`config.mk`:
```
export PLATFORM = sky130hd
export DESIGN_NAME = rtc_calendar_counter_core_flat
export DESIGN_NICKNAME = d
export VERILOG_FILES = /design/src/sv/rtc_cal_pkg.sv /design/src/sv/rtc_cal_if.sv /design/src/sv/rtc_cal_counter.sv /design/src/sv/rtc_cal_derive.sv /design/src/sv/rtc_calendar_counter_core.sv /design/src/flat_wrapper.sv
export VERILOG_INCLUDE_DIRS = /design/src /design/src/sv
export SDC_FILE = /design/constraint.sdc
export NUM_CORES = 1
export LEC_CHECK = 0
export ABC_AREA = 1
export BUFFER_PORTS_ARGS = -buffer_cell sky130_fd_sc_hd__buf_2
export CAP_MARGIN = 25
export CORE_ASPECT_RATIO = 0.9
export CORE_MARGIN = 3
export CORE_UTILIZATION = 35
export DETAILED_ROUTE_END_ITERATION = 16
export PLACE_DENSITY = 0.49
export SYNTH_ARGS = -nofsm -noshare
export SYNTH_HDL_FRONTEND = slang
export SYNTH_SLANG_ARGS = --single-unit
```
`constraint.sdc`:
```
create_clock -name clk_i -period 9.5 [get_ports clk_i]
set_input_delay 1.9 -clock clk_i [delete_from_list [all_inputs] [get_ports clk_i]]
set_output_delay 1.9 -clock clk_i [all_outputs]
set_load 0.02 [all_outputs]
```
`src/sv/assert_macros.svh`:
```
// Assertion macros shared by the RTC calendar RTL.
// Depends on nothing; the including module must have clk_i and rst_ni in scope.
`ifndef ASSERT_MACROS_SVH
`define ASSERT_MACROS_SVH

// Concurrent check, disabled while reset is asserted
`define RTC_ASSERT(lbl, prop, msg) \
  lbl: assert property (@(posedge clk_i) disable iff (!rst_ni) (prop)) else $error(msg);

// Concurrent check that also holds through reset
`define RTC_ASSERT_ALWAYS(lbl, prop, msg) \
  lbl: assert property (@(posedge clk_i) (prop)) else $error(msg);

`endif

```
`src/sv/rtc_cal_pkg.sv`:
```
// Package for the RTC calendar counter: field widths, calendar types,
// constants and small calendar functions. Depends on nothing.
`default_nettype none

package rtc_cal_pkg;

  // Field widths
  localparam int YearW  = 14;
  localparam int MonthW = 4;
  localparam int DayW   = 5;
  localparam int HourW  = 5;
  localparam int MinW   = 6;
  localparam int SecW   = 6;
  localparam int WdayW  = 3;
  localparam int YdayW  = 9;
  localparam int DdW    = YearW + 1;

  // Calendar limits
  localparam int MaxYear    = 9999;
  localparam int LastMonth  = 12;
  localparam int LastHour   = 23;
  localparam int LastMinute = 59;
  localparam int LastSecond = 59;
  localparam int Feb        = 2;
  localparam int Mar        = 3;

  // Reset time and date: 12:00:00 on 1 January 2000
  localparam int ResetYear  = 2000;
  localparam int ResetMonth = 1;
  localparam int ResetDay   = 1;
  localparam int ResetHour  = 12;

  // Division by 100 through a reciprocal: q = (y * 5243) >> 19, exact for 14 bit y
  localparam int Recip100      = 5243;
  localparam int Recip100Shift = 19;
  localparam int Quot100W      = 8;
  localparam int ProdW         = Recip100Shift + Quot100W;

  // Item modes
  localparam logic ModeTick = 1'b0;
  localparam logic ModeLoad = 1'b1;

  typedef logic [YearW-1:0]  year_t;
  typedef logic [MonthW-1:0] month_t;
  typedef logic [DayW-1:0]   day_t;
  typedef logic [HourW-1:0]  hour_t;
  typedef logic [MinW-1:0]   minute_t;
  typedef logic [SecW-1:0]   second_t;
  typedef logic [WdayW-1:0]  wday_t;
  typedef logic [YdayW-1:0]  yday_t;

  typedef struct packed {
    year_t   year;
    month_t  month;
    day_t    day;
    hour_t   hour;
    minute_t minute;
    second_t second;
  } calendar_t;

  // Beat from the counter stage to the derive stages
  typedef struct packed {
    logic      vld;
    logic      refused;
    calendar_t cal;
  } snap_t;

  // Occupancy of a pair of pipeline stages
  typedef struct packed {
    logic head_vld;
    logic tail_vld;
  } stage_stat_t;

  function automatic logic [ProdW-1:0] mul_recip100(year_t y);
    return ProdW'(y) * ProdW'(Recip100);
  endfunction

  // 4/100/400 rule; the low product bits fall below the reciprocal only for multiples of 100
  function automatic logic is_leap(year_t y);
    logic [ProdW-1:0] p;
    logic             div100;
    p      = mul_recip100(y);
    div100 = p[Recip100Shift-1:0] < Recip100Shift'(Recip100);
    return (y[1:0] == 2'b00) && (!div100 || (p[Recip100Shift+1:Recip100Shift] == 2'b00));
  endfunction

  function automatic day_t month_len(month_t m, logic leap);
    day_t len;
    unique case (m)
      4'd2:                      len = leap ? 5'd29 : 5'd28;
      4'd4, 4'd6, 4'd9, 4'd11:   len = 5'd30;
      default:                   len = 5'd31;
    endcase
    return len;
  endfunction

  // Days in the months before m, common year
  function automatic yday_t cum_days(month_t m);
    yday_t d;
    unique case (m)
      4'd2:    d = 9'd31;
      4'd3:    d = 9'd59;
      4'd4:    d = 9'd90;
      4'd5:    d = 9'd120;
      4'd6:    d = 9'd151;
      4'd7:    d = 9'd181;
      4'd8:    d = 9'd212;
      4'd9:    d = 9'd243;
      4'd10:   d = 9'd273;
      4'd11:   d = 9'd304;
      4'd12:   d = 9'd334;
      default: d = 9'd0;
    endcase
    return d;
  endfunction

  // floor(23 * m / 9) for the weekday sum
  function automatic logic [4:0] month_offset(month_t m);
    logic [4:0] o;
    unique case (m)
      4'd1:    o = 5'd2;
      4'd2:    o = 5'd5;
      4'd3:    o = 5'd7;
      4'd4:    o = 5'd10;
      4'd5:    o = 5'd12;
      4'd6:    o = 5'd15;
      4'd7:    o = 5'd17;
      4'd8:    o = 5'd20;
      4'd9:    o = 5'd23;
      4'd10:   o = 5'd25;
      4'd11:   o = 5'd28;
      4'd12:   o = 5'd30;
      default: o = 5'd0;
    endcase
    return o;
  endfunction

endpackage

`default_nettype wire

```
`src/sv/rtc_cal_if.sv`:
```
// Valid/ready channel interfaces for the RTC calendar counter.
// Depends on rtc_cal_pkg for the field types.
`default_nettype none

interface rtc_cal_in_if;
  logic                valid;
  logic                ready;
  logic                mode;
  rtc_cal_pkg::year_t   set_year;
  rtc_cal_pkg::month_t  set_month;
  rtc_cal_pkg::day_t    set_day;
  rtc_cal_pkg::hour_t   set_hour;
  rtc_cal_pkg::minute_t set_minute;
  rtc_cal_pkg::second_t set_second;

  modport source (
    output valid, mode, set_year, set_month, set_day, set_hour, set_minute, set_second,
    input  ready
  );
  modport sink (
    input  valid, mode, set_year, set_month, set_day, set_hour, set_minute, set_second,
    output ready
  );
endinterface

interface rtc_cal_out_if;
  logic                valid;
  logic                ready;
  rtc_cal_pkg::second_t now_second;
  rtc_cal_pkg::minute_t now_minute;
  rtc_cal_pkg::hour_t   now_hour;
  rtc_cal_pkg::day_t    now_day;
  rtc_cal_pkg::month_t  now_month;
  rtc_cal_pkg::year_t   now_year;
  rtc_cal_pkg::wday_t   weekday;
  rtc_cal_pkg::yday_t   year_day;
  logic                leap_flag;
  logic                load_refused;

  modport source (
    output valid, now_second, now_minute, now_hour, now_day, now_month, now_year,
           weekday, year_day, leap_flag, load_refused,
    input  ready
  );
  modport sink (
    input  valid, now_second, now_minute, now_hour, now_day, now_month, now_year,
           weekday, year_day, leap_flag, load_refused,
    output ready
  );
endinterface

`default_nettype wire

```
`src/sv/rtc_cal_counter.sv`:
```
// Input register and time/date counters: one tick or load per beat.
// Depends on rtc_cal_pkg and rtc_cal_in_if.
`default_nettype none

module rtc_cal_counter (
  input  logic                     clk_i,
  input  logic                     rst_ni,
  rtc_cal_in_if.sink               in_i,
  output rtc_cal_pkg::snap_t       snap_o,
  input  logic                     snap_ready_i,
  output rtc_cal_pkg::stage_stat_t stat_o
);

  logic                 in_vld_q;
  logic                 mode_q;
  rtc_cal_pkg::year_t   sy_q;
  rtc_cal_pkg::month_t  smo_q;
  rtc_cal_pkg::day_t    sd_q;
  rtc_cal_pkg::hour_t   sh_q;
  rtc_cal_pkg::minute_t smi_q;
  rtc_cal_pkg::second_t ss_q;

  logic                   snap_vld_q;
  logic                   refused_q, refused_d;
  rtc_cal_pkg::calendar_t cnt_q, cnt_d;

  logic s1_ready;
  logic fire;
  logic load_ok;

  // Handshake: the counters advance only once the previous snapshot is taken
  assign s1_ready   = !snap_vld_q || snap_ready_i;
  assign fire       = in_vld_q && s1_ready;
  assign in_i.ready = !in_vld_q || s1_ready;

  // Input register
  always_ff @(posedge clk_i or negedge rst_ni) begin
    if (!rst_ni) begin
      in_vld_q <= 1'b0;
    end else if (in_i.ready) begin
      in_vld_q <= in_i.valid;
    end
  end

  always_ff @(posedge clk_i) begin
    if (in_i.valid && in_i.ready) begin
      mode_q <= in_i.mode;
      sy_q   <= in_i.set_year;
      smo_q  <= in_i.set_month;
      sd_q   <= in_i.set_day;
      sh_q   <= in_i.set_hour;
      smi_q  <= in_i.set_minute;
      ss_q   <= in_i.set_second;
    end
  end

  // Legality of a load; day checked against the loaded month and year
  assign load_ok = (sy_q != '0) && (sy_q <= rtc_cal_pkg::YearW'(rtc_cal_pkg::MaxYear)) &&
                   (smo_q != '0) && (smo_q <= rtc_cal_pkg::MonthW'(rtc_cal_pkg::LastMonth)) &&
                   (sh_q <= rtc_cal_pkg::HourW'(rtc_cal_pkg::LastHour)) &&
                   (smi_q <= rtc_cal_pkg::MinW'(rtc_cal_pkg::LastMinute)) &&
                   (ss_q <= rtc_cal_pkg::SecW'(rtc_cal_pkg::LastSecond)) &&
                   (sd_q != '0) &&
                   (sd_q <= rtc_cal_pkg::month_len(smo_q, rtc_cal_pkg::is_leap(sy_q)));

  // Next counter state: load or one-second carry chain
  always_comb begin
    cnt_d     = cnt_q;
    refused_d = 1'b0;
    if (mode_q == rtc_cal_pkg::ModeLoad) begin
      if (load_ok) begin
        cnt_d.year   = sy_q;
        cnt_d.month  = smo_q;
        cnt_d.day    = sd_q;
        cnt_d.hour   = sh_q;
        cnt_d.minute = smi_q;
        cnt_d.second = ss_q;
      end else begin
        refused_d = 1'b1;
      end
    end else begin
      if (cnt_q.second != rtc_cal_pkg::SecW'(rtc_cal_pkg::LastSecond)) begin
        cnt_d.second = cnt_q.second + rtc_cal_pkg::SecW'(1);
      end else begin
        cnt_d.second = '0;
        if (cnt_q.minute != rtc_cal_pkg::MinW'(rtc_cal_pkg::LastMinute)) begin
          cnt_d.minute = cnt_q.minute + rtc_cal_pkg::MinW'(1);
        end else begin
          cnt_d.minute = '0;
          if (cnt_q.hour != rtc_cal_pkg::HourW'(rtc_cal_pkg::LastHour)) begin
            cnt_d.hour = cnt_q.hour + rtc_cal_pkg::HourW'(1);
          end else begin
            cnt_d.hour = '0;
            if (cnt_q.day < rtc_cal_pkg::month_len(cnt_q.month,
                                                   rtc_cal_pkg::is_leap(cnt_q.year))) begin
              cnt_d.day = cnt_q.day + rtc_cal_pkg::DayW'(1);
            end else begin
              cnt_d.day = rtc_cal_pkg::DayW'(1);
              if (cnt_q.month < rtc_cal_pkg::MonthW'(rtc_cal_pkg::LastMonth)) begin
                cnt_d.month = cnt_q.month + rtc_cal_pkg::MonthW'(1);
              end else begin
                cnt_d.month = rtc_cal_pkg::MonthW'(1);
                // year 9999 wraps to year 1
                cnt_d.year  = (cnt_q.year >= rtc_cal_pkg::YearW'(rtc_cal_pkg::MaxYear)) ?
                              rtc_cal_pkg::YearW'(1) : cnt_q.year + rtc_cal_pkg::YearW'(1);
              end
            end
          end
        end
      end
    end
  end

  // Counters double as the snapshot: they change only when the snapshot is free
  always_ff @(posedge clk_i or negedge rst_ni) begin
    if (!rst_ni) begin
      snap_vld_q   <= 1'b0;
      cnt_q.year   <= rtc_cal_pkg::YearW'(rtc_cal_pkg::ResetYear);
      cnt_q.month  <= rtc_cal_pkg::MonthW'(rtc_cal_pkg::ResetMonth);
      cnt_q.day    <= rtc_cal_pkg::DayW'(rtc_cal_pkg::ResetDay);
      cnt_q.hour   <= rtc_cal_pkg::HourW'(rtc_cal_pkg::ResetHour);
      cnt_q.minute <= '0;
      cnt_q.second <= '0;
    end else begin
      if (s1_ready) begin
        snap_vld_q <= in_vld_q;
      end
      if (fire) begin
        cnt_q <= cnt_d;
      end
    end
  end

  always_ff @(posedge clk_i) begin
    if (fire) begin
      refused_q <= refused_d;
    end
  end

  assign snap_o.vld     = snap_vld_q;
  assign snap_o.refused = refused_q;
  assign snap_o.cal     = cnt_q;

  assign stat_o.head_vld = in_vld_q;
  assign stat_o.tail_vld = snap_vld_q;

endmodule

`default_nettype wire

```
`src/sv/rtc_cal_derive.sv`:
```
// Weekday, day of year and leap flag from a date snapshot, two stages,
// ending in the result register. Depends on rtc_cal_pkg and rtc_cal_out_if.
`default_nettype none

module rtc_cal_derive (
  input  logic                     clk_i,
  input  logic                     rst_ni,
  input  rtc_cal_pkg::snap_t       snap_i,
  output logic                     snap_ready_o,
  rtc_cal_out_if.source            out_o,
  output rtc_cal_pkg::stage_stat_t stat_o
);

  // Stage A registers
  logic                          mul_vld_q;
  rtc_cal_pkg::calendar_t        a_cal_q;
  logic                          a_refused_q;
  logic                          a_leap_q;
  logic [rtc_cal_pkg::Quot100W-1:0] a_q100_q;
  rtc_cal_pkg::year_t            a_yy_q;
  logic [rtc_cal_pkg::DdW-1:0]   a_dd_q;

  // Result registers
  logic                   out_vld_q;
  rtc_cal_pkg::calendar_t o_cal_q;
  rtc_cal_pkg::wday_t     o_wday_q;
  rtc_cal_pkg::yday_t     o_yday_q;
  logic                   o_leap_q;
  logic                   o_refused_q;

  logic a_ready, b_ready;
  logic before_mar;
  rtc_cal_pkg::year_t          yy_a;
  logic [rtc_cal_pkg::DdW-1:0] dd_a;
  logic [rtc_cal_pkg::ProdW-1:0] p_yy;

  logic [rtc_cal_pkg::DdW-1:0] wsum;
  logic [5:0]                  fold1;
  logic [3:0]                  fold2;
  logic [3:0]                  rem7;
  rtc_cal_pkg::wday_t          wday_b;
  rtc_cal_pkg::yday_t          yday_b;

  assign b_ready      = !out_vld_q || out_o.ready;
  assign a_ready      = !mul_vld_q || b_ready;
  assign snap_ready_o = a_ready;

  // Stage A: shift Jan/Feb into the previous year, divide by 100, leap rule
  assign before_mar = snap_i.cal.month < rtc_cal_pkg::MonthW'(rtc_cal_pkg::Mar);
  assign yy_a = before_mar ? snap_i.cal.year - rtc_cal_pkg::YearW'(1) : snap_i.cal.year;
  assign dd_a = before_mar ?
                rtc_cal_pkg::DdW'(snap_i.cal.day) + rtc_cal_pkg::DdW'(snap_i.cal.year) :
                rtc_cal_pkg::DdW'(snap_i.cal.day) + rtc_cal_pkg::DdW'(snap_i.cal.year)
                - rtc_cal_pkg::DdW'(2);
  assign p_yy = rtc_cal_pkg::mul_recip100(yy_a);

  always_ff @(posedge clk_i or negedge rst_ni) begin
    if (!rst_ni) begin
      mul_vld_q <= 1'b0;
    end else if (a_ready) begin
      mul_vld_q <= snap_i.vld;
    end
  end

  always_ff @(posedge clk_i) begin
    if (a_ready && snap_i.vld) begin
      a_cal_q     <= snap_i.cal;
      a_refused_q <= snap_i.refused;
      a_leap_q    <= rtc_cal_pkg::is_leap(snap_i.cal.year);
      a_q100_q    <= p_yy[rtc_cal_pkg::ProdW-1:rtc_cal_pkg::Recip100Shift];
      a_yy_q      <= yy_a;
      a_dd_q      <= dd_a;
    end
  end

  // Stage B: weekday sum, mod 7 by folding octal digits (8 = 1 mod 7)
  assign wsum = rtc_cal_pkg::DdW'(rtc_cal_pkg::month_offset(a_cal_q.month)) + a_dd_q
              + rtc_cal_pkg::DdW'(4) + rtc_cal_pkg::DdW'(a_yy_q >> 2)
              - rtc_cal_pkg::DdW'(a_q100_q) + rtc_cal_pkg::DdW'(a_q100_q >> 2);
  assign fold1 = 6'(wsum[14:12]) + 6'(wsum[11:9]) + 6'(wsum[8:6])
               + 6'(wsum[5:3]) + 6'(wsum[2:0]);
  assign fold2 = 4'(fold1[5:3]) + 4'(fold1[2:0]);
  assign rem7  = (fold2 >= 4'd7) ? fold2 - 4'd7 : fold2;
  // remainder 0 is Sunday
  assign wday_b = (rem7 == 4'd0) ? rtc_cal_pkg::WdayW'(7) : rem7[rtc_cal_pkg::WdayW-1:0];

  // Day of year: days before the month, leap day after February, day of month
  assign yday_b = rtc_cal_pkg::cum_days(a_cal_q.month)
                + rtc_cal_pkg::YdayW'(a_leap_q &&
                                      (a_cal_q.month > rtc_cal_pkg::MonthW'(rtc_cal_pkg::Feb)))
                + rtc_cal_pkg::YdayW'(a_cal_q.day);

  // Result register
  always_ff @(posedge clk_i or negedge rst_ni) begin
    if (!rst_ni) begin
      out_vld_q <= 1'b0;
    end else if (b_ready) begin
      out_vld_q <= mul_vld_q;
    end
  end

  always_ff @(posedge clk_i) begin
    if (b_ready && mul_vld_q) begin
      o_cal_q     <= a_cal_q;
      o_wday_q    <= wday_b;
      o_yday_q    <= yday_b;
      o_leap_q    <= a_leap_q;
      o_refused_q <= a_refused_q;
    end
  end

  assign out_o.valid        = out_vld_q;
  assign out_o.now_second   = o_cal_q.second;
  assign out_o.now_minute   = o_cal_q.minute;
  assign out_o.now_hour     = o_cal_q.hour;
  assign out_o.now_day      = o_cal_q.day;
  assign out_o.now_month    = o_cal_q.month;
  assign out_o.now_year     = o_cal_q.year;
  assign out_o.weekday      = o_wday_q;
  assign out_o.year_day     = o_yday_q;
  assign out_o.leap_flag    = o_leap_q;
  assign out_o.load_refused = o_refused_q;

  assign stat_o.head_vld = mul_vld_q;
  assign stat_o.tail_vld = out_vld_q;

endmodule

`default_nettype wire

```
`src/sv/rtc_calendar_counter_core.sv`:
```
// Top level of the RTC calendar counter: counter stage and derive stages.
// Depends on rtc_cal_pkg, rtc_cal_if.sv, rtc_cal_counter, rtc_cal_derive, assert_macros.svh.
`default_nettype none
`include "assert_macros.svh"

// Real-time clock with a Gregorian calendar. Each input beat is a one-second
// tick (mode 0) or a load of the full time and date (mode 1); every beat gives
// exactly one result beat with the time and date after it, the weekday
// (1 Monday .. 7 Sunday), the day of year, the leap flag and, for a load with
// any illegal field, load_refused with the time and date unchanged. After reset
// the clock reads 12:00:00 on 1 January 2000. The block takes one beat per
// cycle while the output is not stalled. A beat passes four registers: input
// register, counter register, weekday/leap stage, result register, from which
// its result leaves. The rate is set by the counter register, which applies
// one tick or load per cycle unless stalled. A stage moves on whenever the one
// after it is empty or being emptied, so with the output stalled up to three
// further input beats are taken before the input stops.
module rtc_calendar_counter_core (
  input  logic          clk_i,
  input  logic          rst_ni,
  rtc_cal_in_if.sink    in_i,
  rtc_cal_out_if.source out_o
);

  rtc_cal_pkg::snap_t       snap;
  logic                     snap_ready;
  rtc_cal_pkg::stage_stat_t cnt_stat;
  rtc_cal_pkg::stage_stat_t drv_stat;

  logic in_beat;
  logic input_vld;
  logic stage_a_vld;
  logic result_vld;
  logic result_in_range;

  rtc_cal_counter u_counter (
    .clk_i        (clk_i),
    .rst_ni       (rst_ni),
    .in_i         (in_i),
    .snap_o       (snap),
    .snap_ready_i (snap_ready),
    .stat_o       (cnt_stat)
  );

  rtc_cal_derive u_derive (
    .clk_i        (clk_i),
    .rst_ni       (rst_ni),
    .snap_i       (snap),
    .snap_ready_o (snap_ready),
    .out_o        (out_o),
    .stat_o       (drv_stat)
  );

  // Signals watched by the checks
  assign in_beat         = in_i.valid && in_i.ready;
  assign input_vld       = cnt_stat.head_vld;
  assign stage_a_vld     = drv_stat.head_vld;
  assign result_vld      = drv_stat.tail_vld;
  assign result_in_range = (out_o.weekday != 3'd0) &&
                           ((out_o.year_day <= 9'd365) ||
                            (out_o.leap_flag && (out_o.year_day == 9'd366)));

  // Checks
  `RTC_ASSERT(a_accept_fills_input, in_beat |=> input_vld, "accepted beat not held")
  `RTC_ASSERT(a_empty_input_ready, !input_vld |-> in_i.ready, "input register empty, not ready")
  `RTC_ASSERT(a_result_from_stage, $rose(result_vld) |-> $past(stage_a_vld), "result from nowhere")
  `RTC_ASSERT(a_result_ranges, result_vld |-> result_in_range, "weekday or day of year out of range")

endmodule

`default_nettype wire
```
`src/flat_wrapper.sv`:
```
// flat-port wrapper written by rule: the top's interface ports become plain ports
module rtc_calendar_counter_core_flat 
  (clk_i, rst_ni, in_i_valid, in_i_mode, in_i_set_year, in_i_set_month, in_i_set_day, in_i_set_hour, in_i_set_minute, in_i_set_second, in_i_ready, out_o_valid, out_o_now_second, out_o_now_minute, out_o_now_hour, out_o_now_day, out_o_now_month, out_o_now_year, out_o_weekday, out_o_year_day, out_o_leap_flag, out_o_load_refused, out_o_ready);
  rtc_cal_in_if in_i_i ();
  rtc_cal_out_if out_o_i ();
  input  logic clk_i;
  input  logic rst_ni;
  input wire logic [$bits(in_i_i.valid)-1:0] in_i_valid;
  input wire logic [$bits(in_i_i.mode)-1:0] in_i_mode;
  input wire logic [$bits(in_i_i.set_year)-1:0] in_i_set_year;
  input wire logic [$bits(in_i_i.set_month)-1:0] in_i_set_month;
  input wire logic [$bits(in_i_i.set_day)-1:0] in_i_set_day;
  input wire logic [$bits(in_i_i.set_hour)-1:0] in_i_set_hour;
  input wire logic [$bits(in_i_i.set_minute)-1:0] in_i_set_minute;
  input wire logic [$bits(in_i_i.set_second)-1:0] in_i_set_second;
  output wire logic [$bits(in_i_i.ready)-1:0] in_i_ready;
  output wire logic [$bits(out_o_i.valid)-1:0] out_o_valid;
  output wire logic [$bits(out_o_i.now_second)-1:0] out_o_now_second;
  output wire logic [$bits(out_o_i.now_minute)-1:0] out_o_now_minute;
  output wire logic [$bits(out_o_i.now_hour)-1:0] out_o_now_hour;
  output wire logic [$bits(out_o_i.now_day)-1:0] out_o_now_day;
  output wire logic [$bits(out_o_i.now_month)-1:0] out_o_now_month;
  output wire logic [$bits(out_o_i.now_year)-1:0] out_o_now_year;
  output wire logic [$bits(out_o_i.weekday)-1:0] out_o_weekday;
  output wire logic [$bits(out_o_i.year_day)-1:0] out_o_year_day;
  output wire logic [$bits(out_o_i.leap_flag)-1:0] out_o_leap_flag;
  output wire logic [$bits(out_o_i.load_refused)-1:0] out_o_load_refused;
  input wire logic [$bits(out_o_i.ready)-1:0] out_o_ready;
  assign in_i_i.valid = in_i_valid;
  assign in_i_i.mode = in_i_mode;
  assign in_i_i.set_year = in_i_set_year;
  assign in_i_i.set_month = in_i_set_month;
  assign in_i_i.set_day = in_i_set_day;
  assign in_i_i.set_hour = in_i_set_hour;
  assign in_i_i.set_minute = in_i_set_minute;
  assign in_i_i.set_second = in_i_set_second;
  assign in_i_ready = in_i_i.ready;
  assign out_o_valid = out_o_i.valid;
  assign out_o_now_second = out_o_i.now_second;
  assign out_o_now_minute = out_o_i.now_minute;
  assign out_o_now_hour = out_o_i.now_hour;
  assign out_o_now_day = out_o_i.now_day;
  assign out_o_now_month = out_o_i.now_month;
  assign out_o_now_year = out_o_i.now_year;
  assign out_o_weekday = out_o_i.weekday;
  assign out_o_year_day = out_o_i.year_day;
  assign out_o_leap_flag = out_o_i.leap_flag;
  assign out_o_load_refused = out_o_i.load_refused;
  assign out_o_i.ready = out_o_ready;
  rtc_calendar_counter_core u_core (.clk_i(clk_i), .rst_ni(rst_ni), .in_i(in_i_i), .out_o(out_o_i));
endmodule
```
# Word level (Yosys, flattened, before mapping)
# Memories as Yosys holds them, arrays and structs flattened. A register that Yosys moved wholly into a read port is not among the register bits.
# Index checks and enable logic that the tools add are counted.
[totals] elab_cells=169 in_bits=45 ff_bits=219 rom_bits=224 out_inout_bits=56 memories=2
[mem_list] name="(no name shown)" words=16 width=9 rd=1 rd_clocked_by_memory_dff=1 write_ports=0 line_no="rtc_cal_pkg.sv:100" text="unique case (m)"
[mem_list] name="(no name shown)" words=16 width=5 rd=1 rd_clocked_by_memory_dff=1 write_ports=0 line_no="rtc_cal_pkg.sv:120" text="unique case (m)"
[op_classes] addsub=22 magnitude_cmp=14 mul=3 n_eq_ne=19 n_reduce_logical=43 muxes=27
[op_table] op="$mux W40" count=2
[op_table] op="$mul A14 B13 Y21 const B" count=2
[op_table] op="$mux W14" count=3
[op_table] op="$lt A19 B13 Y1 const B" count=2
[op_table] op="$mux W34" count=1
[op_table] op="$mux W5" count=6
[op_table] op="$mux W28" count=1
[op_table] op="$mul A14 B13 Y27 const B" count=1
[op_table] op="$mux W23" count=1
[op_table] op="$mux W18" count=1
[op_table] op="$eq A4 B3 Y1 const B" count=4
[op_table] op="$eq A4 B4 Y1 const B" count=4
[op_table] op="$mux W4" count=4
[op_table] op="$add A15 B12 Y15" count=1
[op_table] op="$add A15 B3 Y15 const B" count=1
[op_table] op="$add A15 B6 Y15" count=1
[op_table] op="$add A5 B14 Y15" count=1
[op_table] op="$add A5 B15 Y15" count=1
[op_table] op="$logic_and A1 B1 Y1" count=15
[op_table] op="$mux W15" count=1
[op_table] op="$sub A15 B2 Y15 const B" count=1
[op_table] op="$sub A15 B8 Y15" count=1
[op_table] op="$add A14 B1 Y14 const B" count=1
[op_table] op="$ge A14 B14 Y1 const B" count=1
[op_table] op="43 further kinds" count=71

# Logic depth before layout (Yosys ltp)
# Gate-level depths: netlist of the first run.
[logic_depth] word_depth=17 depth_mapped=43 depth_no_buf=42

# Modules after synthesis
# From an unflattened synthesis of the first run, not the netlist that was laid out.
[hier_totals] cells_unflattened=2960 area_unflattened_um2=27012.2
[by_module_without_submodules] module="rtc_cal_derive" instances=1 area_each_um2=15441.1 cells_each=1613 seq_area_each_um2=4244.1
[by_module_without_submodules] module="rtc_cal_counter" instances=1 area_each_um2=11571.1 cells_each=1347 seq_area_each_um2=2324.7

# Least setup slack after synthesis of the first run
# OpenSTA, ideal clock, no wires.
[synth_timing] path_type="reg2reg" startpoint="register u_core.u_derive.a_yy_q[4]" endpoint="register u_core.u_derive.o_wday_q[0] (netlist: u_core.u_derive.out_o.weekday[0]) (data pin)" required_time_ps=9367 arrival_ps=6881 path_slack_ps=2486 setup_time_ps=133 path_stages_with_launch=31 synth_period_minus_slack_ps=7014 path_buffers=0 path_cell_list="edfxtp_1 inv_1 fa_1 inv_1 fa_1 inv_1 fa_1 inv_1 ha_1 fa_1 nand3_1 nand2_1 a21oi_1 o21ai_0 xor2_1 fa_1 fa_1 inv_1 fa_1 fa_1 xnor2_1 ha_1 fa_1 ha_1 inv_1 nor2_1 inv_1 nand2_1 mux2i_1 nand4_1 nand2_1"
[synth_between] elab_chain_cells=11 elab_cells_between_ends=12 classes_between="add/sub: 9; order compare: 1; mux: 1; reduce/logical: 1"
[synth_rtl] element="from (decl)" line_no="rtc_cal_derive.sv:20" text="rtc_cal_pkg::year_t a_yy_q;"
[synth_rtl] element="from (signal assigned)" line_no="rtc_cal_derive.sv:71" text="a_yy_q <= yy_a;"
[synth_rtl] element="$add A15 B12 Y15 (*)" line_no="rtc_cal_derive.sv:78" text="+ rtc_cal_pkg::DdW'(4) + rtc_cal_pkg::DdW'(a_yy_q >> 2)"
[synth_rtl] element="$sub A15 B8 Y15 (*)" line_no="rtc_cal_derive.sv:79" text="- rtc_cal_pkg::DdW'(a_q100_q) + rtc_cal_pkg::DdW'(a_q100_q >> 2);"
[synth_rtl] element="$add A15 B6 Y15 (*)" line_no="rtc_cal_derive.sv:79"
[synth_rtl] element="$add A3 B3 Y4" line_no="rtc_cal_derive.sv:80" text="assign fold1 = 6'(wsum[14:12]) + 6'(wsum[11:9]) + 6'(wsum[8:6])"
[synth_rtl] element="$add A4 B3 Y5" line_no="rtc_cal_derive.sv:80"
[synth_rtl] element="$add A5 B3 Y6" line_no="rtc_cal_derive.sv:81" text="+ 6'(wsum[5:3]) + 6'(wsum[2:0]);"
[synth_rtl] element="$add A6 B3 Y6 (*)" line_no="rtc_cal_derive.sv:81"
[synth_rtl] element="$add A3 B3 Y4 (*)" line_no="rtc_cal_derive.sv:82" text="assign fold2 = 4'(fold1[5:3]) + 4'(fold1[2:0]);"
[synth_rtl] element="$sub A4 B3 Y4 / $ge A4 B3 Y1 (equally long branches)" line_no="rtc_cal_derive.sv:83" text="assign rem7 = (fold2 >= 4'd7) ? fold2 - 4'd7 : fold2;"
[synth_rtl] element="$mux W4 (*)" line_no="rtc_cal_derive.sv:83"
[synth_rtl] element="$logic_not A4 Y1" line_no="rtc_cal_derive.sv:85" text="assign wday_b = (rem7 == 4'd0) ? rtc_cal_pkg::WdayW'(7) : rem7[rtc_cal_pkg::WdayW-1:0];"
[synth_rtl] element="to (signal assigned)" line_no="rtc_cal_derive.sv:105" text="o_wday_q <= wday_b;"
[synth_rtl] element="to (decl)" line_no="rtc_cal_derive.sv:26" text="rtc_cal_pkg::wday_t o_wday_q;"
# Every way passes the cells marked *; elsewhere a longest branch is shown, timed or not.
# A chain may end at the register's enable or synchronous reset.

# Final worst setup path of the first run
[layout_timing] startpoint="register u_core.u_counter.sy_q[11]" endpoint="register u_core.u_counter.cnt_q (netlist bit u_core.u_counter.snap_o[31])"
[layout_between] elab_chain_cells=11 elab_cells_between_ends=21 classes_between="mul: 1; order compare: 3; eq/ne: 1; mux: 2; reduce/logical: 14"
[layout_rtl] element="from (decl)" line_no="rtc_cal_counter.sv:16" text="rtc_cal_pkg::year_t sy_q;"
[layout_rtl] element="from (signal assigned)" line_no="rtc_cal_counter.sv:48" text="sy_q <= in_i.set_year;"
[layout_rtl] element="$mul A14 B13 Y21, or another cell as far along" line_no="rtc_cal_pkg.sv:75" text="return ProdW'(y) * ProdW'(Recip100);"
[layout_rtl] element="$lt A19 B13 Y1 / $logic_and A1 B1 Y1 (equally long branches)" line_no="rtc_cal_pkg.sv:83, rtc_cal_counter.sv:58"
[layout_rtl] element="$logic_not A1 Y1 / $logic_and A1 B1 Y1 (equally long branches)" line_no="rtc_cal_pkg.sv:84, rtc_cal_counter.sv:58"
[layout_rtl] element="$logic_or A1 B1 Y1 / $logic_and A1 B1 Y1 (equally long branches)" line_no="rtc_cal_pkg.sv:84, rtc_cal_counter.sv:59"
[layout_rtl] element="$logic_and A1 B1 Y1, on equally long branches" line_no="rtc_cal_pkg.sv:84, rtc_cal_counter.sv:59"
[layout_rtl] element="$mux W1 / $logic_and A1 B1 Y1 (equally long branches)" line_no="rtc_cal_pkg.sv:90, rtc_cal_counter.sv:60"
[layout_rtl] element="$pmux W2 S2 / $logic_and A1 B1 Y1 (equally long branches)" line_no="rtc_cal_pkg.sv:89, rtc_cal_counter.sv:61"
[layout_rtl] element="$le A5 B5 Y1 / $logic_and A1 B1 Y1 (equally long branches)" line_no="rtc_cal_counter.sv:64, rtc_cal_counter.sv:62"
[layout_rtl] element="$logic_and A1 B1 Y1 (*)" line_no="rtc_cal_counter.sv:63" text="(sd_q != '0) &&"
[layout_rtl] element="$ne A2 B1 Y1 (no line) (*)"
[layout_rtl] element="$reduce_and A7 Y1 (no line) (*)"
[layout_rtl] element="to (signal assigned)" line_no="rtc_cal_counter.sv:129" text="cnt_q <= cnt_d;"
[layout_rtl] element="to (decl)" line_no="rtc_cal_counter.sv:25" text="rtc_cal_pkg::calendar_t cnt_q, cnt_d;"
# Marks and branches as above.

==> results of run 1 <==
[through the flow]
stage / cells / hold slack (ps) / cell area (sq um) / utilization (%)
finish: 3361 / 416 / 25200 / 39.7
global route: 3361 / 421 / 25200 / 39.7
floorplan: 2369 / 400 / 22700 / -
CTS: 3361 / 412 / 25200 / 39.7
global placement: 3312 / 402 / 24300 / 38.3
detailed placement: 3313 / 405 / 24300 / 38.3
[state kept, by name, summed over array words and instances, names as in the netlist, 8 cells and up, named ones only]
signal / cells
u_core.u_derive.a_cal_q: 40
u_core.u_counter.snap_o: 40
u_core.u_derive.a_dd_q: 15
u_core.u_derive.out_o.year_day: 9
u_core.u_derive.out_o.now_year: 14
u_core.u_derive.a_q100_q: 8
u_core.u_counter.sy_q: 14
u_core.u_derive.a_yy_q: 12
[synthesized netlist by cell type, types with 2 or more instances]
master    number
a21o_1         3
buf_6          2
nand3_1       69
o32ai_1        3
nor2_1       104
nand3b_1       8
nand2_2        3
nor2_8         2
dfstp_2       10
o21ai_0       70
dfrtp_1       34
o221ai_1       2
xnor2_1       25
o22ai_1       14
fa_1         218
nand2_4        2
o21bai_1      11
inv_2          2
clkbuf_1       9
a211oi_1       4
o211ai_1       9
inv_1        594
xor2_1        88
nor4_1         7
and2_1         3
ha_1         366
a31oi_1        6
nand3_4        2
a21oi_1       78
edfxtp_1     173
nor3_1        13
nand4_1       35
dfxtp_1       13
nand2_1      362
o21ai_1        6
buf_2          2
or2_2          2
[layer usage]
metal,track usage [%],wire [um]
met1,23.3,26400
met5,0,0
met4,2.50,710
met2,25.4,23800
met3,1.88,1740
[worst max-delay path, delay by kind of cell, from the launching register on]
family,cells,cell delay (ps)
buffers and inverters,7,800
AO/OA/AOI/OAI,7,960
flip-flops,1,560
adder cells (fa/ha/maj),7,2950
AND/OR/NAND/NOR,15,1860
XOR/XNOR,1,140
[path summary, 6_finish.rpt]
check	to	cells past startpoint	start
hold reg to reg	u_core.u_derive.out_o.now_year[0]$_DFFE_PP_	0	u_core.u_derive.a_cal_q[26]$_DFFE_PP_
setup / recovery	u_core.u_counter.snap_o[31]$_DFFE_PN0P_	37	u_core.u_counter.sy_q[11]$_DFFE_PP_
setup reg to reg	u_core.u_counter.snap_o[31]$_DFFE_PN0P_	37	u_core.u_counter.sy_q[11]$_DFFE_PP_
min in group asynchronous	u_core.u_counter.snap_o[9]$_DFFE_PN0P_	1	rst_ni
hold / removal	u_core.u_derive.out_o.now_year[0]$_DFFE_PP_	0	u_core.u_derive.a_cal_q[26]$_DFFE_PP_
max in group asynchronous	u_core.u_counter.snap_o[17]$_DFFE_PN1P_	2	rst_ni
[logic make-up (layout without fill, tap and decap cells)]
family / count (synthesis) / count (layout) / synth area share [%]
simple gates: 616 / 616 / 11.7
buf+inv: 612 / 759 / 10.2
fa+ha+maj: 584 / 584 / 39.4
flops: 230 / 230 / 28.9
compound gates: 213 / 213 / 5.31
xor+xnor: 113 / 113 / 4.36
mux: 1 / 1 / 0.0441
[area by class of cell]
| type | count | area (sq um) | area share [%] |
|---|---|---|---|
| inverters | 597 | 2240 | 8.90 |
| clock buffers | 31 | 689 | 2.74 |
| repair buffers | 114 | 618 | 2.45 |
| multi-input cells | 1527 | 13800 | 54.9 |
| clock inverters | 17 | 184 | 0.730 |
| well taps | 845 | 1060 | 4.20 |
| flip-flops and latches | 230 | 6570 | 26.1 |
==> impl_metrics.json, run 1 <==
{
  "ys_types": 52,
  "finalWorstSetupSlack_ps": 2100,
  "fill_cells": 6329,
  "avgViaCountPerCell": 4.62,
  "antenna_found_initial": 0,
  "status": "complete, no violations",
  "critical-path-max-stage-delay_ps": 580,
  "drt_wl_total_mm": 52.7,
  "htree_levels": 1,
  "core_sq_mm": 0.0635,
  "tns_ps": 0,
  "ios": 101,
  "overflow": 0,
  "ys.flop_type": "edfxtp_1",
  "worst_setup_path_end_kind": "flip-flop",
  "synth-edff-count": 173,
  "synthCells": 2369,
  "syn_nets": 2998,
  "synth_top_area_share_pct": 22.9,
  "critPathMaxFanout": 21,
  "die_area_sq_mm": 0.0680,
  "grtUsageTotal_pct": 15.8,
  "clock_skew_ps": 7.95,
  "synth.area.top_cells": "edfxtp_1 23%, ha_1 20%, fa_1 19%, inv_1 9.8%, nand2_1 6.0%",
  "yosysWarnings": 0,
  "cts_root_buf": "clkbuf_16",
  "final_cell_mix": "593 x inv_1, 366 x ha_1, 362 x nand2_1, 218 x fa_1, 173 x edfxtp_1",
  "start_util_pct": 35.8,
  "grt_pass1_wl_mm": 85.8,
  "ctsResizeCount": 0,
  "hold_buffers": 0,
  "detail-route-antenna-nets": 0,
  "dpl.hpwl_mm": 44.4,
  "grt_pass1_vias": 16000,
  "insertion_delay_ps": 550,
  "rsz0062_at_grt": "false",
  "drive_gt1_share_pct": 7.43,
  "die_width_um": 274,
  "path_clk_slew_ps": 60,
  "dpl_worst_slack_ps": 2100,
  "rows": 87,
  "cts.path.max_buffers": 3,
  "critPathSlowestCell": "fa_1",
  "post-cts-setup-buffers": 0,
  "maxCapViolCount": 0,
  "async_reset_ff_share_pct": 19.1,
  "finalCritPeriodShare_pct": 77.8,
  "synth_seq_cells": 230,
  "syn_area_sq_mm": 0.0227,
  "wl_per_cell_um": 15.7,
  "setup_violations": 0,
  "synth.avg_cell_area_sq_um": 9.58,
  "drtPass1Iterations": 5,
  "crit_path_start_kind": "flip-flop",
  "post-route-min-period_ps": 7400,
  "r2r_slack_ps": 2100,
  "yosysSeqAreaShare_pct": 28.9,
  "drc": 0,
  "final_nets": 3125,
  "drt_first_iter_violations": 830,
  "worst_slew_pin_slew_ps": 983,
  "tritoncts": "yes",
  "place_congestion": 0.863,
  "path_common_cell": "nand2_1",
  "crit_type": "reg -> reg",
  "hold_class": "reg -> reg",
  "relSlewSlack_pct": 33.8,
  "syn2layout_area_growth_pct": 11.0,
  "hold_violations": 0,
  "synth_top_area_cell": "edfxtp_1",
  "grt_max_degree": 59,
  "vias": 15500,
  "arrival_ps": 7830,
  "slew_violations": 0,
  "cp_data_required_time_ps": 9940,
  "cts_sinks": 230,
  "final_common_cell": "inv_1",
  "port_buffers": 100,
  "cts_buffers": 26,
  "chipHeight_um": 248,
  "antenna_cells": 0,
  "clock.fmax_mhz": 135
}
Power of run 1 is not shown: default switching activity piles up to over one toggle a cycle in this logic, so the estimate is an artifact.
==> run 2, diff against run 1 <==
--- a/config.mk
+++ b/config.mk
@@ -13,7 +13,7 @@
 export CORE_MARGIN = 3
 export CORE_UTILIZATION = 35
 export DETAILED_ROUTE_END_ITERATION = 16
-export PLACE_DENSITY = 0.49
+export PLACE_DENSITY = 0.51
 export SYNTH_ARGS = -nofsm -noshare
 export SYNTH_HDL_FRONTEND = slang
 export SYNTH_SLANG_ARGS = --single-unit
==> constraint.sdc (replaced) <==
create_clock -name clk_i -period 6 [get_ports clk_i]
set_input_delay 1.2 -clock clk_i [delete_from_list [all_inputs] [get_ports clk_i]]
set_output_delay 1.2 -clock clk_i [all_outputs]
set_load 0.02 [all_outputs]
==> impl_metrics.json, run 2 (synthesis results as in run 1) <==
{
  "detail-route-antenna-nets": 0,
  "drt_first_iter_violations": 812,
  "chipHeight_um": 248,
  "drc": 0,
  "clock.fmax_mhz": 142,
  "cp_data_required_time_ps": 6300,
  "worst-path-buf-inv": 7,
  "drt_wl_total_mm": 55.0,
  "post_dp_cell_area_sq_mm": 0.0259,
  "die_width_um": 274,
  "final_nets": 3371,
  "critical-path-max-stage-delay_ps": 530,
  "fill_cells": 6050,
  "avgViaCountPerCell": 4.60,
  "finalWorstSetupSlack_ps": -1040,
  "hold_class": "reg -> reg",
  "post-route-min-period_ps": 7040,
  "ios": 101,
  "relSlewSlack_pct": 30.2,
  "place_congestion": 0.865,
  "htree_levels": 1,
  "wl_per_cell_um": 15.3,
  "violations": "setup timing",
  "slew_violations": 0,
  "final_common_cell": "inv_1",
  "vias": 16600,
  "path_clk_slew_ps": 60,
  "clock_skew_ps": 12.2,
  "finalCritPeriodShare_pct": 117,
  "syn2layout_area_growth_pct": 24.9,
  "cts_sinks": 230,
  "overflow": 0,
  "status": "finished with violations",
  "crit_path_start_kind": "flip-flop",
  "tritoncts": "yes",
  "grt_max_degree": 55,
  "worst_setup_path_end_kind": "flip-flop",
  "rows": 87,
  "port_buffers": 100,
  "dpl.hpwl_mm": 45.9,
  "setup_violations": 43,
  "antenna_found_initial": 0,
  "crit_type": "reg -> reg",
  "grt_pass1_vias": 16900,
  "core_sq_mm": 0.0635,
  "final_cell_mix": "548 x inv_1, 327 x ha_1, 304 x nand2_1, 226 x buf_4, 211 x fa_1",
  "insertion_delay_ps": 560,
  "arrival_ps": 7350,
  "cts_root_buf": "clkbuf_16",
  "hold_buffers": 0,
  "die_area_sq_mm": 0.0680,
  "worst_slew_pin_slew_ps": 1040,
  "cts_buffers": 27,
  "final_area_sq_mm": 0.0284,
  "hold_violations": 0,
  "grt_pass1_wl_mm": 88.4,
  "crit_family": "adder cells",
  "drtPass1Iterations": 5,
  "cts.path.max_buffers": 3,
  "critPathMaxFanout": 3,
  "start_util_pct": 35.8,
  "drive_gt1_share_pct": 23.6,
  "grtUsageTotal_pct": 16.2,
  "critPathSlowestCell": "fa_1",
  "rsz0062_at_grt": "true",
  "antenna_cells": 0,
  "maxCapViolCount": 0,
  "r2r_slack_ps": -1040,
  "path_common_cell": "fa_1"
}
## run 2: final cells by class
| type | instances | area (sq um) | share of cell area [%] |
|---|---|---|---|
| inverter | 597 | 2270 | 8.02 |
| timing repair buffer | 358 | 2610 | 9.21 |
| tap | 845 | 1060 | 3.73 |
| multi-input combinational | 1528 | 14900 | 52.7 |
| clock buffer | 35 | 716 | 2.52 |
| sequential | 230 | 6570 | 23.2 |
| clock inverter | 15 | 179 | 0.631 |
## run 2: routing by layer
| metal | track usage (%) | vias to the layer above | share of wire [%] |
|---|---|---|---|
| li1 | - | 8263 | - |
| met1 | 23.7 | 8038 | 49 |
| met2 | 26.2 | 241 | 46 |
| met3 | 1.89 | 53 | 3.5 |
| met4 | 2.93 | 0 | 1.6 |
| met5 | 0 | - | 0 |
## run 2: what timing repair did
item,in CTS,in global routing
endpoints found under the setup margin,52,52
pin swaps,73,59
hold endpoints to repair,0,0
setup buffers,35,34
gates cloned,2,0
gates resized for setup,99,164
## run 2: per-stage QoR
stage	worst slack (ps)	util, %	hold WS (ps)	setup TNS (ps)	std cells
3_5_place_dp	-1080	40.8	405	-27460	3494
5_1_grt	-1330	44.7	423	-36650	3608
4_1_cts	-979	43.2	415	-19110	3579
2_1_floorplan	-786	-	400	-5200	2369
3_3_place_gp	-991	40.8	401	-24930	3493
6_report	-1040	44.7	415	-20290	3608
## run 2: worst paths after layout
kind                            cells past startpoint                                  from                                             end
worst max-delay path                               29   u_core.u_derive.a_yy_q[6]$_DFFE_PP_  u_core.u_derive.out_o.weekday[1]$_SDFFCE_PN1P_
worst min-delay path                                0  u_core.u_derive.a_cal_q[2]$_DFFE_PP_   u_core.u_derive.out_o.now_second[2]$_DFFE_PP_
worst max register to register                     29   u_core.u_derive.a_yy_q[6]$_DFFE_PP_  u_core.u_derive.out_o.weekday[1]$_SDFFCE_PN1P_
worst min register to register                      0  u_core.u_derive.a_cal_q[2]$_DFFE_PP_   u_core.u_derive.out_o.now_second[2]$_DFFE_PP_
max in group asynchronous                           2                                rst_ni         u_core.u_counter.snap_o[30]$_DFFE_PN1P_
min in group asynchronous                           1                                rst_ni          u_core.u_counter.snap_o[9]$_DFFE_PN0P_
Power of run 2 is left out for the same reason.
==> run 3, diff against run 2 <==
--- a/config.mk
+++ b/config.mk
@@ -6,7 +6,6 @@
 export SDC_FILE = /design/constraint.sdc
 export NUM_CORES = 1
 export LEC_CHECK = 0
-export ABC_AREA = 1
 export BUFFER_PORTS_ARGS = -buffer_cell sky130_fd_sc_hd__buf_2
 export CAP_MARGIN = 25
 export CORE_ASPECT_RATIO = 0.9
==> impl_metrics.json, run 3 <==
{
  "grtUsageTotal_pct": 17.0,
  "synth_most_common_cell": "inv_1",
  "syn_nets": 2743,
  "clock.fmax_mhz": 137,
  "cts.path.max_buffers": 3,
  "cp-startpoint": "u_core.u_derive.a_yy_q[4]$_DFFE_PP_",
  "antenna_found_initial": 0,
  "relSlewSlack_pct": 27.4,
  "fill_cells": 5865,
  "r2r_slack_ps": -1310,
  "tritoncts": "yes",
  "htree_levels": 1,
  "cts_sinks": 230,
  "ys.flop_type": "edfxtp_1",
  "hold_violations": 0,
  "path_common_cell": "inv_2",
  "ys_types": 82,
  "place_congestion": 0.846,
  "worst-path-buf-inv": 8,
  "async_reset_ff_share_pct": 19.1,
  "hold_class": "reg -> reg",
  "seqCellArea_sq_mm": 0.00657,
  "wl_per_cell_um": 16.7,
  "multi_input_area_sq_mm": 0.0152,
  "antenna_cells": 0,
  "rows": 87,
  "r2r_start": "u_core.u_derive.a_yy_q[4]$_DFFE_PP_",
  "critPathMaxFanout": 3,
  "start_util_pct": 35.5,
  "finalWorstSetupSlack_ps": -1310,
  "reg2reg_depth": 29,
  "synth_top_area_cell": "edfxtp_1",
  "crit_type": "reg -> reg",
  "violations": "setup timing",
  "detail-route-antenna-nets": 0,
  "synthCells": 2114,
  "drt_wl_total_mm": 56.7,
  "synth_top_area_share_pct": 23.3,
  "drt_first_iter_violations": 685,
  "rsz0062_at_grt": "true",
  "clock_skew_ps": 27.4,
  "ys_top_cells_by_count": "476 x inv_1, 366 x ha_1, 218 x fa_1",
  "drive_gt1_share_pct": 28.1,
  "grt_max_degree": 64,
  "synth_seq_cells": 230,
  "final_util_pct": 45.6,
  "final_cell_mix": "440 x inv_1, 325 x ha_1, 275 x buf_4, 207 x fa_1, 173 x edfxtp_1",
  "cp.depth": 29,
  "chipHeight_um": 245,
  "vias": 16100,
  "ios": 101,
  "port_buffers": 100,
  "crit_family": "adder cells",
  "worst_slew_pin_slew_ps": 1060,
  "maxCapViolCount": 0,
  "cts_buffers": 25,
  "critPathSlowestCell": "fa_2",
  "post-route-min-period_ps": 7310,
  "cts_root_buf": "clkbuf_16",
  "yosysWarnings": 0,
  "status": "finished with violations",
  "setup_violations": 50,
  "synth-edff-count": 173,
  "path_clk_slew_ps": 60,
  "die_area_sq_mm": 0.0667,
  "synth.avg_cell_area_sq_um": 10.5,
  "crit_path_start_kind": "flip-flop",
  "syn_area_sq_mm": 0.0223,
  "syn2layout_area_growth_pct": 28.6,
  "grt_pass1_wl_mm": 90.8,
  "r2r-end": "u_core.u_derive.out_o.weekday[1]$_SDFFCE_PN1P_",
  "cp_data_required_time_ps": 6280,
  "dpl.hpwl_mm": 45.9,
  "grt_pass1_vias": 16800,
  "synth.area.top_cells": "edfxtp_1 23%, ha_1 21%, fa_1 20%, inv_1 8.0%, dfrtp_1 3.8%",
  "insertion_delay_ps": 540,
  "drc": 0,
  "core_sq_mm": 0.0628,
  "overflow": 0,
  "hold_buffers": 0,
  "yosysSeqAreaShare_pct": 29.5,
  "finalCritPeriodShare_pct": 122,
  "worst_setup_path_end_kind": "flip-flop",
  "crit_end": "u_core.u_derive.out_o.weekday[1]$_SDFFCE_PN1P_",
  "final_nets": 3160,
  "die_width_um": 272,
  "critical-path-max-stage-delay_ps": 600,
  "slew_violations": 0,
  "avgViaCountPerCell": 4.75,
  "drtPass1Iterations": 5,
  "final_common_cell": "inv_1",
  "arrival_ps": 7590
}
## run 3: changes by cell type after synthesis, sizes merged, moves of 16 or more
| cell | before | now |
|---|---|---|
| inv | 596 | 476 |
| nand2 | 367 | 92 |
| nand2b | 0 | 16 |
| nand3 | 72 | 33 |
| nand4 | 35 | 16 |
| nor2b | 0 | 16 |
| nor3 | 14 | 33 |
| o21ai | 76 | 104 |
| xnor2 | 25 | 69 |
| xor2 | 88 | 23 |
## run 3: kinds of logic after synthesis
logic type / after synthesis / share of synthesized area, %
mux: 8 / 0.376
simple gates: 361 / 7.92
compound gates: 335 / 9.77
flops: 230 / 29.5
fa+ha+maj: 584 / 40.2
xor+xnor: 92 / 3.62
buf+inv: 504 / 8.64
## run 3: what timing repair did
item | CTS | global route
gates resized for setup | 108 | 127
gates cloned | 3 | 2
buffers inserted | 29 | 34
setup endpoints to repair | 51 | 53
pin swaps | 72 | 82
## run 3: worst min-delay path by stage
stage	from	to	slack [ps]	depth (start not counted)
finish	u_core.u_derive.a_cal_q[3]$_DFFE_PP_	u_core.u_derive.out_o.now_second[3]$_DFFE_PP_	420	0
global route	u_core.u_derive.a_cal_q[8]$_DFFE_PP_	u_core.u_derive.out_o.now_minute[2]$_DFFE_PP_	430	0
CTS	u_core.u_derive.a_cal_q[0]$_DFFE_PP_	u_core.u_derive.out_o.now_second[0]$_DFFE_PP_	420	0
detailed placement	u_core.u_derive.a_cal_q[0]$_DFFE_PP_	u_core.u_derive.out_o.now_second[0]$_DFFE_PP_	400	0
global placement	u_core.u_derive.a_cal_q[0]$_DFFE_PP_	u_core.u_derive.out_o.now_second[0]$_DFFE_PP_	400	0
floorplan	u_core.u_counter.refused_q$_SDFFCE_PN0P_	u_core.u_derive.a_refused_q$_DFFE_PP_	400	0
## run 3: metrics by stage
step                      setup slack, ps  instances  area [sq um]  setup TNS [ps]  hold slack, ps
final                               -1310       3395         28600          -40630             419
after CTS                           -1190       3362         27800          -39330             419
after detailed placement            -1210       3285         26200          -41590             405
after global placement              -1120       3283         26200          -38250             403
after global routing                -1620       3395         28600          -54800             425
after floorplan                      -952       2114         22900          -17450             400
## run 3: area by class of cell
cell class                 instances  area share, %
multi-input combinational       1380           53.1
sequential                       230           22.9
timing repair buffer             418           11.1
inverter                         476           6.30
tap                              845           3.69
clock buffer                      28           2.26
clock inverter                    18          0.651
## run 3: per-layer routing
| metal | up-vias | global-route usage, % | routed length [um] |
|---|---|---|---|
| li1 | 7910 | - | - |
| met5 | - | 0 | 0 |
| met4 | 0 | 2.34 | 720 |
| met1 | 7875 | 25.1 | 27900 |
| met3 | 51 | 1.79 | 1930 |
| met2 | 284 | 27.4 | 26200 |
Power of run 3 is left out for the same reason.
